### src/hdl/zsn_pkg.sv
// Shared constants and types for the z-score row normaliser.
package zsn_pkg;

	localparam int Z_BITS          = 16;
	localparam int FRAC_BITS       = 12;
	localparam int ROOT_BITS       = Z_BITS + 1;
	localparam int RAD_BITS        = 2 * ROOT_BITS;
	localparam int QUO_BITS        = RAD_BITS - 1;
	localparam int DIV_SHIFT       = 2 * FRAC_BITS + 2;
	localparam int PRE_SHIFT       = QUO_BITS - DIV_SHIFT;
	localparam int K_MAX           = 2 ** (Z_BITS - 1);
	localparam int SQRT_MIN_REM    = ROOT_BITS + 3;
	localparam int DEF_MAX_LEN     = 64;
	localparam int DEF_SAMPLE_BITS = 16;

	typedef struct packed {
		logic en;
		logic clr;
	} acc_ctrl_t;

endpackage

### src/hdl/z_score_row_normalizer.sv
// Top level: z-score row normaliser with a shared iterative divide/root unit.
// Input words are taken one per cycle while a row is collected, then ST_SETUP1 and ST_SETUP2
// close the row. Each result takes 33 divide steps and 17 root steps in the shared unit,
// stops at the range check if it saturates, skips both if the row is flat or the sample equals
// the mean; a stalled output word holds the sequencer until taken. arst_n clears all control.
module z_score_row_normalizer
	import zsn_pkg::*;
#(
	parameter int MAX_LEN     = DEF_MAX_LEN,
	parameter int SAMPLE_BITS = DEF_SAMPLE_BITS
) (
	input  logic                          clk,
	input  logic                          arst_n,
	input  logic                          in_valid,
	output logic                          in_stall,
	input  logic signed [SAMPLE_BITS-1:0] sample,
	input  logic                          row_end,
	output logic                          out_valid,
	input  logic                          out_stall,
	output logic signed [Z_BITS-1:0]      zscore,
	output logic                          flat_row,
	output logic                          run_last
);

	localparam int CW    = $clog2(MAX_LEN + 1);
	localparam int AW    = $clog2(MAX_LEN);
	localparam int SW    = SAMPLE_BITS + CW;
	localparam int QW    = 2 * SAMPLE_BITS + CW - 1;
	localparam int MW    = SAMPLE_BITS + CW;
	localparam int PW    = MW + 1;
	localparam int NQW   = QW + CW;
	localparam int DW    = NQW;
	localparam int RW    = (DW + 1 > SQRT_MIN_REM) ? DW + 1 : SQRT_MIN_REM;
	localparam int STEPW = $clog2(QUO_BITS);

	typedef enum logic [3:0] {
		ST_COLLECT,
		ST_SETUP1,
		ST_SETUP2,
		ST_RD,
		ST_MUL,
		ST_NUM,
		ST_SQR,
		ST_CHK,
		ST_DIV,
		ST_SQRT,
		ST_FIN
	} state_t;

	state_t                       state_q;
	logic        [AW-1:0]         idx_q;
	logic        [STEPW-1:0]      step_q;
	logic                         skip_q;
	logic                         sat_q;

	logic        [CW-1:0]         cnt;
	logic signed [SW-1:0]         sum;
	logic        [QW-1:0]         sqsum;
	acc_ctrl_t                    acc_ctrl;
	logic signed [SAMPLE_BITS-1:0] rd_data;

	logic        [NQW-1:0]        nq_q;
	logic        [2*MW-1:0]       sqr_q;
	logic        [DW-1:0]         d_q;
	logic                         flat_q;
	logic signed [PW-1:0]         prod_q;
	logic                         neg_q;
	logic        [MW-1:0]         mag_q;
	logic        [RW-1:0]         rem_q;
	logic        [RAD_BITS-1:0]   quo_q;
	logic        [ROOT_BITS-1:0]  root_q;

	logic                         in_acc;
	logic                         close_c;
	logic                         out_free;
	logic                         last_c;
	logic signed [SW-1:0]         sum_neg;
	logic        [MW-1:0]         s_mag;
	logic        [MW-1:0]         sq_op;
	logic        [2*MW-1:0]       sq_res;
	logic        [NQW-1:0]        nq_c;
	logic                         flat_c;
	logic        [NQW-1:0]        d_c;
	logic signed [PW-1:0]         num_c;
	logic signed [PW-1:0]         num_neg;
	logic        [MW-1:0]         mag_c;
	logic                         num_zero;
	logic        [RW-1:0]         csu_a;
	logic        [RW-1:0]         csu_b;
	logic                         csu_ge;
	logic        [RW-1:0]         csu_diff;
	logic        [ROOT_BITS:0]    kr;
	logic        [ROOT_BITS-1:0]  k_root;
	logic        [ROOT_BITS-1:0]  k_c;
	logic        [ROOT_BITS-1:0]  k_neg;
	logic        [Z_BITS-1:0]     z_c;

	assign in_stall = (state_q != ST_COLLECT);
	assign in_acc   = in_valid && !in_stall;
	assign close_c  = row_end || ((cnt + CW'(1)) == CW'(MAX_LEN));
	assign out_free = !out_valid || !out_stall;
	assign last_c   = (CW'(idx_q) + CW'(1)) == cnt;

	assign acc_ctrl.en  = in_acc;
	assign acc_ctrl.clr = (state_q == ST_FIN) && out_free && last_c;

	zsn_accum #(
		.SB (SAMPLE_BITS),
		.CW (CW),
		.SW (SW),
		.QW (QW)
	) u_accum (
		.clk     (clk),
		.arst_n  (arst_n),
		.ctrl    (acc_ctrl),
		.sample  (sample),
		.cnt_q   (cnt),
		.sum_q   (sum),
		.sqsum_q (sqsum)
	);

	zsn_row_buf #(
		.DEPTH (MAX_LEN),
		.AW    (AW),
		.DW    (SAMPLE_BITS)
	) u_row_buf (
		.clk   (clk),
		.we    (in_acc),
		.waddr (cnt[AW-1:0]),
		.wdata (sample),
		.raddr (idx_q),
		.rdata (rd_data)
	);

	zsn_csu #(
		.W (RW)
	) u_csu (
		.a    (csu_a),
		.b    (csu_b),
		.ge   (csu_ge),
		.diff (csu_diff)
	);

	// row statistics
	assign sum_neg = -sum;
	assign s_mag   = sum[SW-1] ? sum_neg : sum;
	assign sq_op   = (state_q == ST_SETUP1) ? s_mag : mag_q;
	assign sq_res  = (2*MW)'(sq_op) * (2*MW)'(sq_op);
	assign nq_c    = cnt * sqsum;
	assign flat_c  = ({1'b0, nq_q} <= sqr_q);
	assign d_c     = nq_q - sqr_q[NQW-1:0];

	// centred sample
	assign num_c    = prod_q - PW'(sum);
	assign num_neg  = -num_c;
	assign mag_c    = num_c[PW-1] ? num_neg[MW-1:0] : num_c[MW-1:0];
	assign num_zero = (num_c == '0);

	always_comb begin
		csu_a = '0;
		csu_b = RW'(d_q);
		case (state_q)
			ST_CHK: begin
				csu_a = RW'(sqr_q >> PRE_SHIFT);
			end
			ST_DIV: begin
				csu_a = {rem_q[RW-2:0], quo_q[RAD_BITS-1]};
			end
			ST_SQRT: begin
				csu_a = {rem_q[RW-3:0], quo_q[RAD_BITS-1 -: 2]};
				csu_b = {(RW-2)'(root_q), 2'b01};
			end
			default: ;
		endcase
	end

	// round to nearest from the root of the scaled ratio, then clamp
	assign kr     = {1'b0, root_q} + (ROOT_BITS+1)'(1);
	assign k_root = kr[ROOT_BITS:1];

	always_comb begin
		if (skip_q) begin
			k_c = '0;
		end else if (sat_q || (k_root > ROOT_BITS'(K_MAX))) begin
			k_c = ROOT_BITS'(K_MAX);
		end else begin
			k_c = k_root;
		end
	end

	assign k_neg = -k_c;
	assign z_c   = neg_q ? k_neg[Z_BITS-1:0] :
		((k_c >= ROOT_BITS'(K_MAX)) ? Z_BITS'(K_MAX - 1) : k_c[Z_BITS-1:0]);

	always_ff @(posedge clk or negedge arst_n) begin
		if (!arst_n) begin
			state_q   <= ST_COLLECT;
			idx_q     <= '0;
			step_q    <= '0;
			skip_q    <= 1'b0;
			sat_q     <= 1'b0;
			out_valid <= 1'b0;
			zscore    <= '0;
			flat_row  <= 1'b0;
			run_last  <= 1'b0;
		end else begin
			if (out_valid && !out_stall && (state_q != ST_FIN)) begin
				out_valid <= 1'b0;
			end
			unique case (state_q)
				ST_COLLECT: begin
					if (in_acc && close_c) begin
						state_q <= ST_SETUP1;
					end
				end
				ST_SETUP1: begin
					state_q <= ST_SETUP2;
				end
				ST_SETUP2: begin
					idx_q   <= '0;
					state_q <= ST_RD;
				end
				ST_RD: begin
					state_q <= ST_MUL;
				end
				ST_MUL: begin
					state_q <= ST_NUM;
				end
				ST_NUM: begin
					skip_q  <= flat_q || num_zero;
					sat_q   <= 1'b0;
					state_q <= (flat_q || num_zero) ? ST_FIN : ST_SQR;
				end
				ST_SQR: begin
					state_q <= ST_CHK;
				end
				ST_CHK: begin
					if (csu_ge) begin
						sat_q   <= 1'b1;
						state_q <= ST_FIN;
					end else begin
						step_q  <= STEPW'(QUO_BITS - 1);
						state_q <= ST_DIV;
					end
				end
				ST_DIV: begin
					if (step_q == '0) begin
						step_q  <= STEPW'(ROOT_BITS - 1);
						state_q <= ST_SQRT;
					end else begin
						step_q <= step_q - STEPW'(1);
					end
				end
				ST_SQRT: begin
					if (step_q == '0) begin
						state_q <= ST_FIN;
					end else begin
						step_q <= step_q - STEPW'(1);
					end
				end
				ST_FIN: begin
					if (out_free) begin
						out_valid <= 1'b1;
						zscore    <= z_c;
						flat_row  <= flat_q;
						run_last  <= last_c;
						if (last_c) begin
							state_q <= ST_COLLECT;
						end else begin
							idx_q   <= idx_q + AW'(1);
							state_q <= ST_RD;
						end
					end
				end
				default: begin
					state_q <= ST_COLLECT;
				end
			endcase
		end
	end

	always_ff @(posedge clk) begin
		case (state_q)
			ST_SETUP1: begin
				sqr_q <= sq_res;
				nq_q  <= nq_c;
			end
			ST_SETUP2: begin
				flat_q <= flat_c;
				d_q    <= flat_c ? '0 : d_c;
			end
			ST_MUL: begin
				prod_q <= PW'($signed({1'b0, cnt})) * PW'(rd_data);
			end
			ST_NUM: begin
				neg_q <= num_c[PW-1];
				mag_q <= mag_c;
			end
			ST_SQR: begin
				sqr_q <= sq_res;
			end
			ST_CHK: begin
				rem_q <= RW'(sqr_q >> PRE_SHIFT);
				quo_q <= {sqr_q[PRE_SHIFT-1:0], {(RAD_BITS-PRE_SHIFT){1'b0}}};
			end
			ST_DIV: begin
				rem_q  <= (step_q == '0) ? '0 : (csu_ge ? csu_diff : csu_a);
				quo_q  <= {quo_q[RAD_BITS-2:0], csu_ge};
				root_q <= '0;
			end
			ST_SQRT: begin
				rem_q  <= csu_ge ? csu_diff : csu_a;
				quo_q  <= {quo_q[RAD_BITS-3:0], 2'b00};
				root_q <= {root_q[ROOT_BITS-2:0], csu_ge};
			end
			default: ;
		endcase
	end

`ifndef SYNTHESIS
	a_flat_zero: assert property (@(posedge clk) disable iff (!arst_n)
		(out_valid && flat_row) |-> (zscore == '0))
		else $error("flat row word with non-zero zscore");

	a_row_close: assert property (@(posedge clk) disable iff (!arst_n)
		(in_valid && !in_stall && row_end) |=> (state_q == ST_SETUP1))
		else $error("row end did not close the row");

	a_div_rem: assert property (@(posedge clk) disable iff (!arst_n)
		(state_q == ST_DIV) |-> (rem_q < RW'(d_q)))
		else $error("divider remainder not below divisor");
`endif

endmodule

### src/hdl/zsn_csu.sv
// Shared compare-and-subtract unit for the divide and square-root steps.
module zsn_csu
	import zsn_pkg::*;
#(
	parameter int W = 20
) (
	input  logic [W-1:0] a,
	input  logic [W-1:0] b,
	output logic         ge,
	output logic [W-1:0] diff
);

	logic [W:0] full;

	assign full = {1'b0, a} - {1'b0, b};
	assign ge   = ~full[W];
	assign diff = full[W-1:0];

endmodule

### src/hdl/zsn_row_buf.sv
// Row sample store, one write port and one registered read port.
module zsn_row_buf
	import zsn_pkg::*;
#(
	parameter int DEPTH = DEF_MAX_LEN,
	parameter int AW    = 6,
	parameter int DW    = DEF_SAMPLE_BITS
) (
	input  logic          clk,
	input  logic          we,
	input  logic [AW-1:0] waddr,
	input  logic [DW-1:0] wdata,
	input  logic [AW-1:0] raddr,
	output logic [DW-1:0] rdata
);

	logic [DW-1:0] mem [DEPTH];

	always_ff @(posedge clk) begin
		if (we) begin
			mem[waddr] <= wdata;
		end
		rdata <= mem[raddr];
	end

endmodule

### src/hdl/zsn_accum.sv
// Row statistics: sample count, running sum and running sum of squares.
module zsn_accum
	import zsn_pkg::*;
#(
	parameter int SB = DEF_SAMPLE_BITS,
	parameter int CW = 7,
	parameter int SW = 23,
	parameter int QW = 38
) (
	input  logic                 clk,
	input  logic                 arst_n,
	input  acc_ctrl_t            ctrl,
	input  logic signed [SB-1:0] sample,
	output logic        [CW-1:0] cnt_q,
	output logic signed [SW-1:0] sum_q,
	output logic        [QW-1:0] sqsum_q
);

	logic signed [2*SB-1:0] sq;

	assign sq = sample * sample;

	always_ff @(posedge clk or negedge arst_n) begin
		if (!arst_n) begin
			cnt_q   <= '0;
			sum_q   <= '0;
			sqsum_q <= '0;
		end else if (ctrl.clr) begin
			cnt_q   <= '0;
			sum_q   <= '0;
			sqsum_q <= '0;
		end else if (ctrl.en) begin
			cnt_q   <= cnt_q + CW'(1);
			sum_q   <= sum_q + SW'(sample);
			sqsum_q <= sqsum_q + QW'($unsigned(sq));
		end
	end

endmodule
### config.mk
export PLATFORM = sky130hd
export DESIGN_NAME = z_score_row_normalizer
export DESIGN_NICKNAME = d
export VERILOG_FILES = /design/src/hdl/zsn_pkg.sv /design/src/hdl/z_score_row_normalizer.sv /design/src/hdl/zsn_csu.sv /design/src/hdl/zsn_row_buf.sv /design/src/hdl/zsn_accum.sv
export SDC_FILE = /design/constraint.sdc
export NUM_CORES = 2
export LEC_CHECK = 0
export ABC_CLOCK_PERIOD_IN_PS = 9500
export BUFFER_PORTS_ARGS = -buffer_cell sky130_fd_sc_hd__buf_2
export CORE_MARGIN = 2
export CORE_UTILIZATION = 50
export DETAILED_ROUTE_END_ITERATION = 8
export GPL_ROUTABILITY_DRIVEN = 0
export PLACE_DENSITY_LB_ADDON = 0.1
export SETUP_SLACK_MARGIN = 0.02
export SYNTH_ARGS = -nofsm -noshare
export SYNTH_HDL_FRONTEND = slang
export SYNTH_SLANG_ARGS = --single-unit
### constraint.sdc
create_clock -name clk -period 9.5 [get_ports clk]
set_clock_uncertainty 0.1 [all_clocks]
set_input_delay 0.475 -clock clk [delete_from_list [all_inputs] [get_ports clk]]
set_output_delay 0.475 -clock clk [all_outputs]
set_load 0.005 [all_outputs]
## Yosys cells after proc, flatten, opt, wreduce, memory -nomap -nowiden

Memories as Yosys holds them, arrays and structs flattened. A register that Yosys moved wholly into a read port is not among the register bits.
Cells that the tools add are included.

- Input port bits: 21
- Flip-flop bits (word level): 386
- Memories: 1
- Output and inout port bits: 20
- Bits in writable memories: 1,024
- Word-level logic and storage cells: 135

Memories:

| memory | depth | bits a word | rd ports | clocked after Yosys merged registers in | wr ports | line | text |
|---|---|---|---|---|---|---|---|
| u_row_buf.mem | 64 | 16 | 1 | 1 | 1 | zsn_row_buf.sv:17 | `logic [DW-1:0] mem [DEPTH];` |

- Equal/unequal tests: 21
- Reduce and logical (&&, ||, !) cells: 28
- Multiplexer cells: 42
- $lt $le $gt $ge: 3
- Bitwise operators: 1
- Multiply operators: 4
- Add/sub/neg operators: 13

Operators with widths:

| operator | count |
|---|---|
| $pmux 46 s3 | 1 |
| $mux 45 | 3 |
| $pmux 45 s3 | 1 |
| $mux 23 | 5 |
| $pmux 34 s3 | 1 |
| $mux 38 | 2 |
| $sub 46x45->47 | 1 |
| $le 45x46->1 | 1 |
| $mul 23x23->46 | 1 |
| $neg 23->23 | 2 |
| $mul 7x38->45 | 1 |
| $sub 45x45->45 | 1 |
| $pmux 4 s11 | 1 |
| $add 38x32->38 | 1 |
| $mux 17 | 2 |
| $pmux 17 s2 | 1 |
| $mul 16x16->32 | 1 |
| $mux 16 | 2 |
| $mux 6 | 5 |
| $logic_not 24->1 | 1 |
| $mul 8x16->24 | 1 |
| $sub 24x23->24 | 1 |
| $add 23x16->23 | 1 |
| $mux 4 | 5 |
| other kinds (36) | 70 |

## Longest topological paths before layout

- Depth in word-level cells: 8
- Mapped depth: 38
- Gate-level depth less buffers: 36

## Cells and area by module

A second synthesis with hierarchy kept.

- Cells, all modules: 8,816
- Area, all modules: 103,184.0 um^2

By module, submodules not included:

| module | cells an instance | area each (um^2) | times used |
|---|---|---|---|
| z_score_row_normalizer | 4,939 | 45,777.7 | 1 |
| zsn_row_buf | 1,829 | 40,042.2 | 1 |
| zsn_accum | 1,621 | 14,566.5 | 1 |
| zsn_csu | 427 | 2,797.7 | 1 |

## Worst setup path after synthesis

OpenSTA, ideal clock, no wires.

- Path kind: flip-flop to flip-flop
- From: reg state_q[2]
- To: reg sqr_q[45], data pin
- Setup time: 261 ps
- Required time: 9,139 ps
- Slack: -609 ps
- Buffers on the path: 4
- Data arrival time: 9,747 ps
- Stages on the path, launching flop included: 34
- Clock period less this slack: 10,109 ps
- Cell sequence: dfrtp_1 > clkbuf_1 > nor3_1 > nand2_1 > inv_1 > clkbuf_1 > buf_1 > nor2_1 > a21oi_1 > clkbuf_1 > nand2_1 > fa_1 > fa_1 > inv_1 > fa_1 > fa_1 > inv_1 > fa_1 > inv_1 > fa_1 > inv_1 > fa_1 > inv_1 > ha_1 > a21o_1 > a221oi_1 > o21ai_0 > a41o_1 > a221o_1 > a221oi_1 > o21ai_0 > a21oi_1 > o21ai_0 > xnor2_1

- Longest elaborated chain between the ends: 3

Ends and longest elaborated chain:

| element | line | text |
|---|---|---|
| start, declared | z_score_row_normalizer.sv:50 | `state_t state_q;` |
| start signal, assigned | z_score_row_normalizer.sv:232 | `state_q <= (flat_q \|\| num_zero) ? ST_FIN : ST_SQR;` |
| $eq 4x1->1 | z_score_row_normalizer.sv:147 | `assign sq_op = (state_q == ST_SETUP1) ? s_mag : mag_q;` |
| $mux 23 | z_score_row_normalizer.sv:147 |  |
| $mul 23x23->46 | z_score_row_normalizer.sv:148 | `assign sq_res = (2*MW)'(sq_op) * (2*MW)'(sq_op);` |
| net sq_res[45] | z_score_row_normalizer.sv:80 | `logic [2*MW-1:0] sq_res;` |
| end signal, assigned | z_score_row_normalizer.sv:285 | `sqr_q <= sq_res;` |
| end signal, assigned | z_score_row_normalizer.sv:300 | `sqr_q <= sq_res;` |
| end, declared | z_score_row_normalizer.sv:63 | `logic [2*MW-1:0] sqr_q;` |

The timed path passes the listed nets, and every way through them passes these cells.
A chain may end at the register's enable or synchronous reset.

## Worst setup path after layout

- From: reg u_accum.sum_q[1]
- To: reg sqr_q[44], data pin

- Longest elaborated chain between the ends: 4

Ends and longest elaborated chain:

| element | line | text |
|---|---|---|
| start, declared | zsn_accum.sv:15 | `output logic signed [SW-1:0] sum_q,` |
| start signal, assigned | zsn_accum.sv:34 | `sum_q <= sum_q + SW'(sample);` |
| $neg 23->23 | z_score_row_normalizer.sv:145 | `assign sum_neg = -sum;` |
| $mux 23 * | z_score_row_normalizer.sv:146 | `assign s_mag = sum[SW-1] ? sum_neg : sum;` |
| $mux 23 * | z_score_row_normalizer.sv:147 |  |
| $mul 23x23->46 * | z_score_row_normalizer.sv:148 |  |
| net sq_res[44] | z_score_row_normalizer.sv:80 |  |

The timed path passes the listed nets; every way through them passes the cells marked *.

==> metrics.yaml <==
worst_setup_path:
  slowest_stage: "fa_1"
  endpoint_kind: "flip-flop"
  cp_top_family: "adder cells"
  crit_fanout: 8
  path_buf_inv: 8
  cp_data_arrival_time_ns: 9.68
  slowest_delay_ns: 0.57
  cp-start-kind: "flip-flop"
  cp_common_cell: "fa_1"
  required_ns: 9.94
  critPathKind: "flip-flop to flip-flop"
sta:
  hold_viol_final: 0
  whs_ns: 0.0750
  setup_violations: 0
  slew_viol_final: 0
  post-route-period-util: 0.973
  max_freq_mhz: 108
  worstMarginPinSlew_ns: 1.16
  period_minus_slack_ns: 9.24
  relSlewSlack: 0.224
grt:
  grt_max_degree: 114
  grt_pass1_wl_mm: 426
  antenna_found_initial: 17
  grt_pass1_vias: 67800
  track_usage: 0.278
  gr-total-overflow: 0
floorplanning:
  core_area_um2: 201000
  die_area_um2: 206000
  die_h_um: 454
  die_x_um: 454
  io_pins: 41
  rows: 165
  initial_utilization: 0.502
synthesis:
  ys_types: 90
  synth_nets: 9868
  ys_ff_latch: 1425
  ys_seq_area_frac: 0.416
  syn-instance-count: 8406
  yosys_warnings: 0
  async_reset_ff_frac: 0.0737
  synth_area_um2: 101000
  synth-edff-count: 1304
  ys.flop_type: "edfxtp_1"
  avgSynthCellArea_um2: 12.0
detailed_routing:
  drt_first_pass_iters: 5
  viasPerCell: 5.80
  drc: 0
  wl_per_cell_um: 24.9
  vias: 65600
  drtIter0Drc: 6336
  ant_nets: 0
  wl_mm: 281
clock_tree:
  clock_latency_ns: 0.84
  htree_levels: 4
  clk_pin_slew_ns: 0.06
  cts_buffers: 155
  clockBufferDepth: 3
  cts_tree: "yes"
  clock-root-buffer: "clkbuf_16"
  clock_sinks: 1425
placed_design:
  place_area_um2: 105000
  dpl.hpwl_mm: 206
  port_buffers: 40
min_path:
  hp-class: "input pin to flip-flop"
layout:
  multi_input_area_um2: 53000
  area_growth_pct: 9.52
  design_area_um2: 111000
  nets: 9965
  fillers: 17100
  drive_gt1_frac: 0.112
  seq_area_um2: 42100
status:
  outcome: "complete, no violations"
flow_run:
  cap_violations: 0
[timing repair]
item,4_1_cts,5_1_grt
setup endpoints to repair,1,12
buffers inserted,0,5
hold buffers,2,0
pin swaps,0,6
endpoints found under the hold margin,57,0
cloned,0,0
resized for setup,1,24
[cells by family (layout without fill, tap and decap cells)]
family	count (synthesis)	in the layout	synth area share
xor+xnor	380	380	0.0329
flops	1425	1425	0.416
compound gates	1196	1196	0.0740
buf+inv	1634	1862	0.0610
other cells	0	6	0
simple gates	1898	1898	0.0865
fa+ha+maj	1441	1441	0.245
mux	432	432	0.0844
[synth_stat cells, types with 19 or more instances]
master	count	share of area
a211oi_1	34	0.0025
a21o_1	191	0.014
a21oi_1	368	0.018
a31oi_1	35	0.0022
and2_1	204	0.013
and3_1	62	0.0038
buf_1	74	0.0027
clkbuf_1	259	0.0096
dfrtp_1	105	0.026
edfxtp_1	1304	0.39
fa_1	894	0.18
ha_1	547	0.068
inv_1	1274	0.047
mux2i_1	91	0.0090
mux4_2	336	0.075
nand2_1	728	0.027
nand2b_1	52	0.0032
nand3_1	120	0.0059
nand4_1	34	0.0021
nor2_1	479	0.018
nor2b_1	42	0.0026
nor3_1	76	0.0038
o21a_1	35	0.0026
o21ai_0	251	0.012
o21bai_1	37	0.0027
o22ai_1	69	0.0043
o31ai_1	25	0.0019
or3_1	19	0.0012
xnor2_1	254	0.022
xor2_1	126	0.011
[final timing paths]
check / start / to / slack (ns) / depth (start not counted)
min in group asynchronous: arst_n / skip_q / 0.23 / 2
worst min-delay path: out_stall / out_valid / 0.08 / 3
worst max-delay path: u_accum.sum_q[1] / sqr_q[44] / 0.26 / 35
max in group asynchronous: arst_n / u_accum.cnt_q[2] / 7.72 / 3
worst max register to register: u_accum.sum_q[1] / sqr_q[44] / 0.26 / 35
worst min register to register: zscore[1] / zscore[1] / 0.38 / 1
[worst register-to-register path, delay by kind of cell (launching register included)]
kind / cells / cell delay [ns]
adder cells (fa/ha/maj): 9 / 3.89
AO/OA/AOI/OAI: 10 / 2.08
flip-flops: 1 / 0.38
AND/OR/NAND/NOR: 6 / 1.64
XOR/XNOR: 2 / 0.20
buffers and inverters: 8 / 0.71
[cell type report]
| cell class | instances | share of cell area |
|---|---|---|
| multi-input combinational | 5347 | 0.479 |
| sequential | 1425 | 0.381 |
| inverter | 1286 | 0.0436 |
| clock buffer | 193 | 0.0370 |
| tap | 2672 | 0.0302 |
| timing repair buffer | 288 | 0.0195 |
| clock inverter | 95 | 0.0102 |
| antenna | 6 | 0.000136 |
[routing by layer]
metal	share of wire	GRT usage
met5	0	0
met2	0.46	0.430
met3	0.071	0.0431
met4	0.024	0.0695
met1	0.45	0.413
[through the flow]
step                setup TNS [ns]  setup WS, ns  utilization  cells
floorplan                        0        0.0387            -   8406
CTS                              0        0.0240        0.549  11300
global placement                 0        0.0936        0.523  11000
finish                           0         0.257        0.550  11300
detailed placement               0        0.0211        0.523  11000
global route              -0.00343      -0.00343        0.549  11300
[registers in the layout (all words and copies together), names as in the netlist, 4 cells and up]
signal and flops:
u_accum.sum_q 23, rem_q 45, u_row_buf.mem 1024, prod_q 24, u_accum.sqsum_q 38, u_accum.cnt_q 7
step_q 6, nq_q 45, u_row_buf.rdata 16, zscore 16, d_q 45, idx_q 6
quo_q 34, mag_q 23, state_q 4, sqr_q 45, root_q 17
[placed cells by master, fill, tap and decap left out, drive strengths merged, types with 105 or more instances in the layout]
| master | instances |
|---|---|
| edfxtp | 1304 |
| inv | 1289 |
| fa | 894 |
| nand2 | 728 |
| ha | 547 |
| nor2 | 482 |
| a21oi | 368 |
| mux4 | 336 |
| buf | 286 |
| o21ai | 258 |
| xnor2 | 254 |
| and2 | 204 |
| clkbuf | 193 |
| a21o | 191 |
| xor2 | 126 |
| nand3 | 120 |
| dfrtp | 105 |
Power is left out: the tool's default activity adds up to more than one toggle a clock period on the data nets, which glitch-free logic cannot reach.
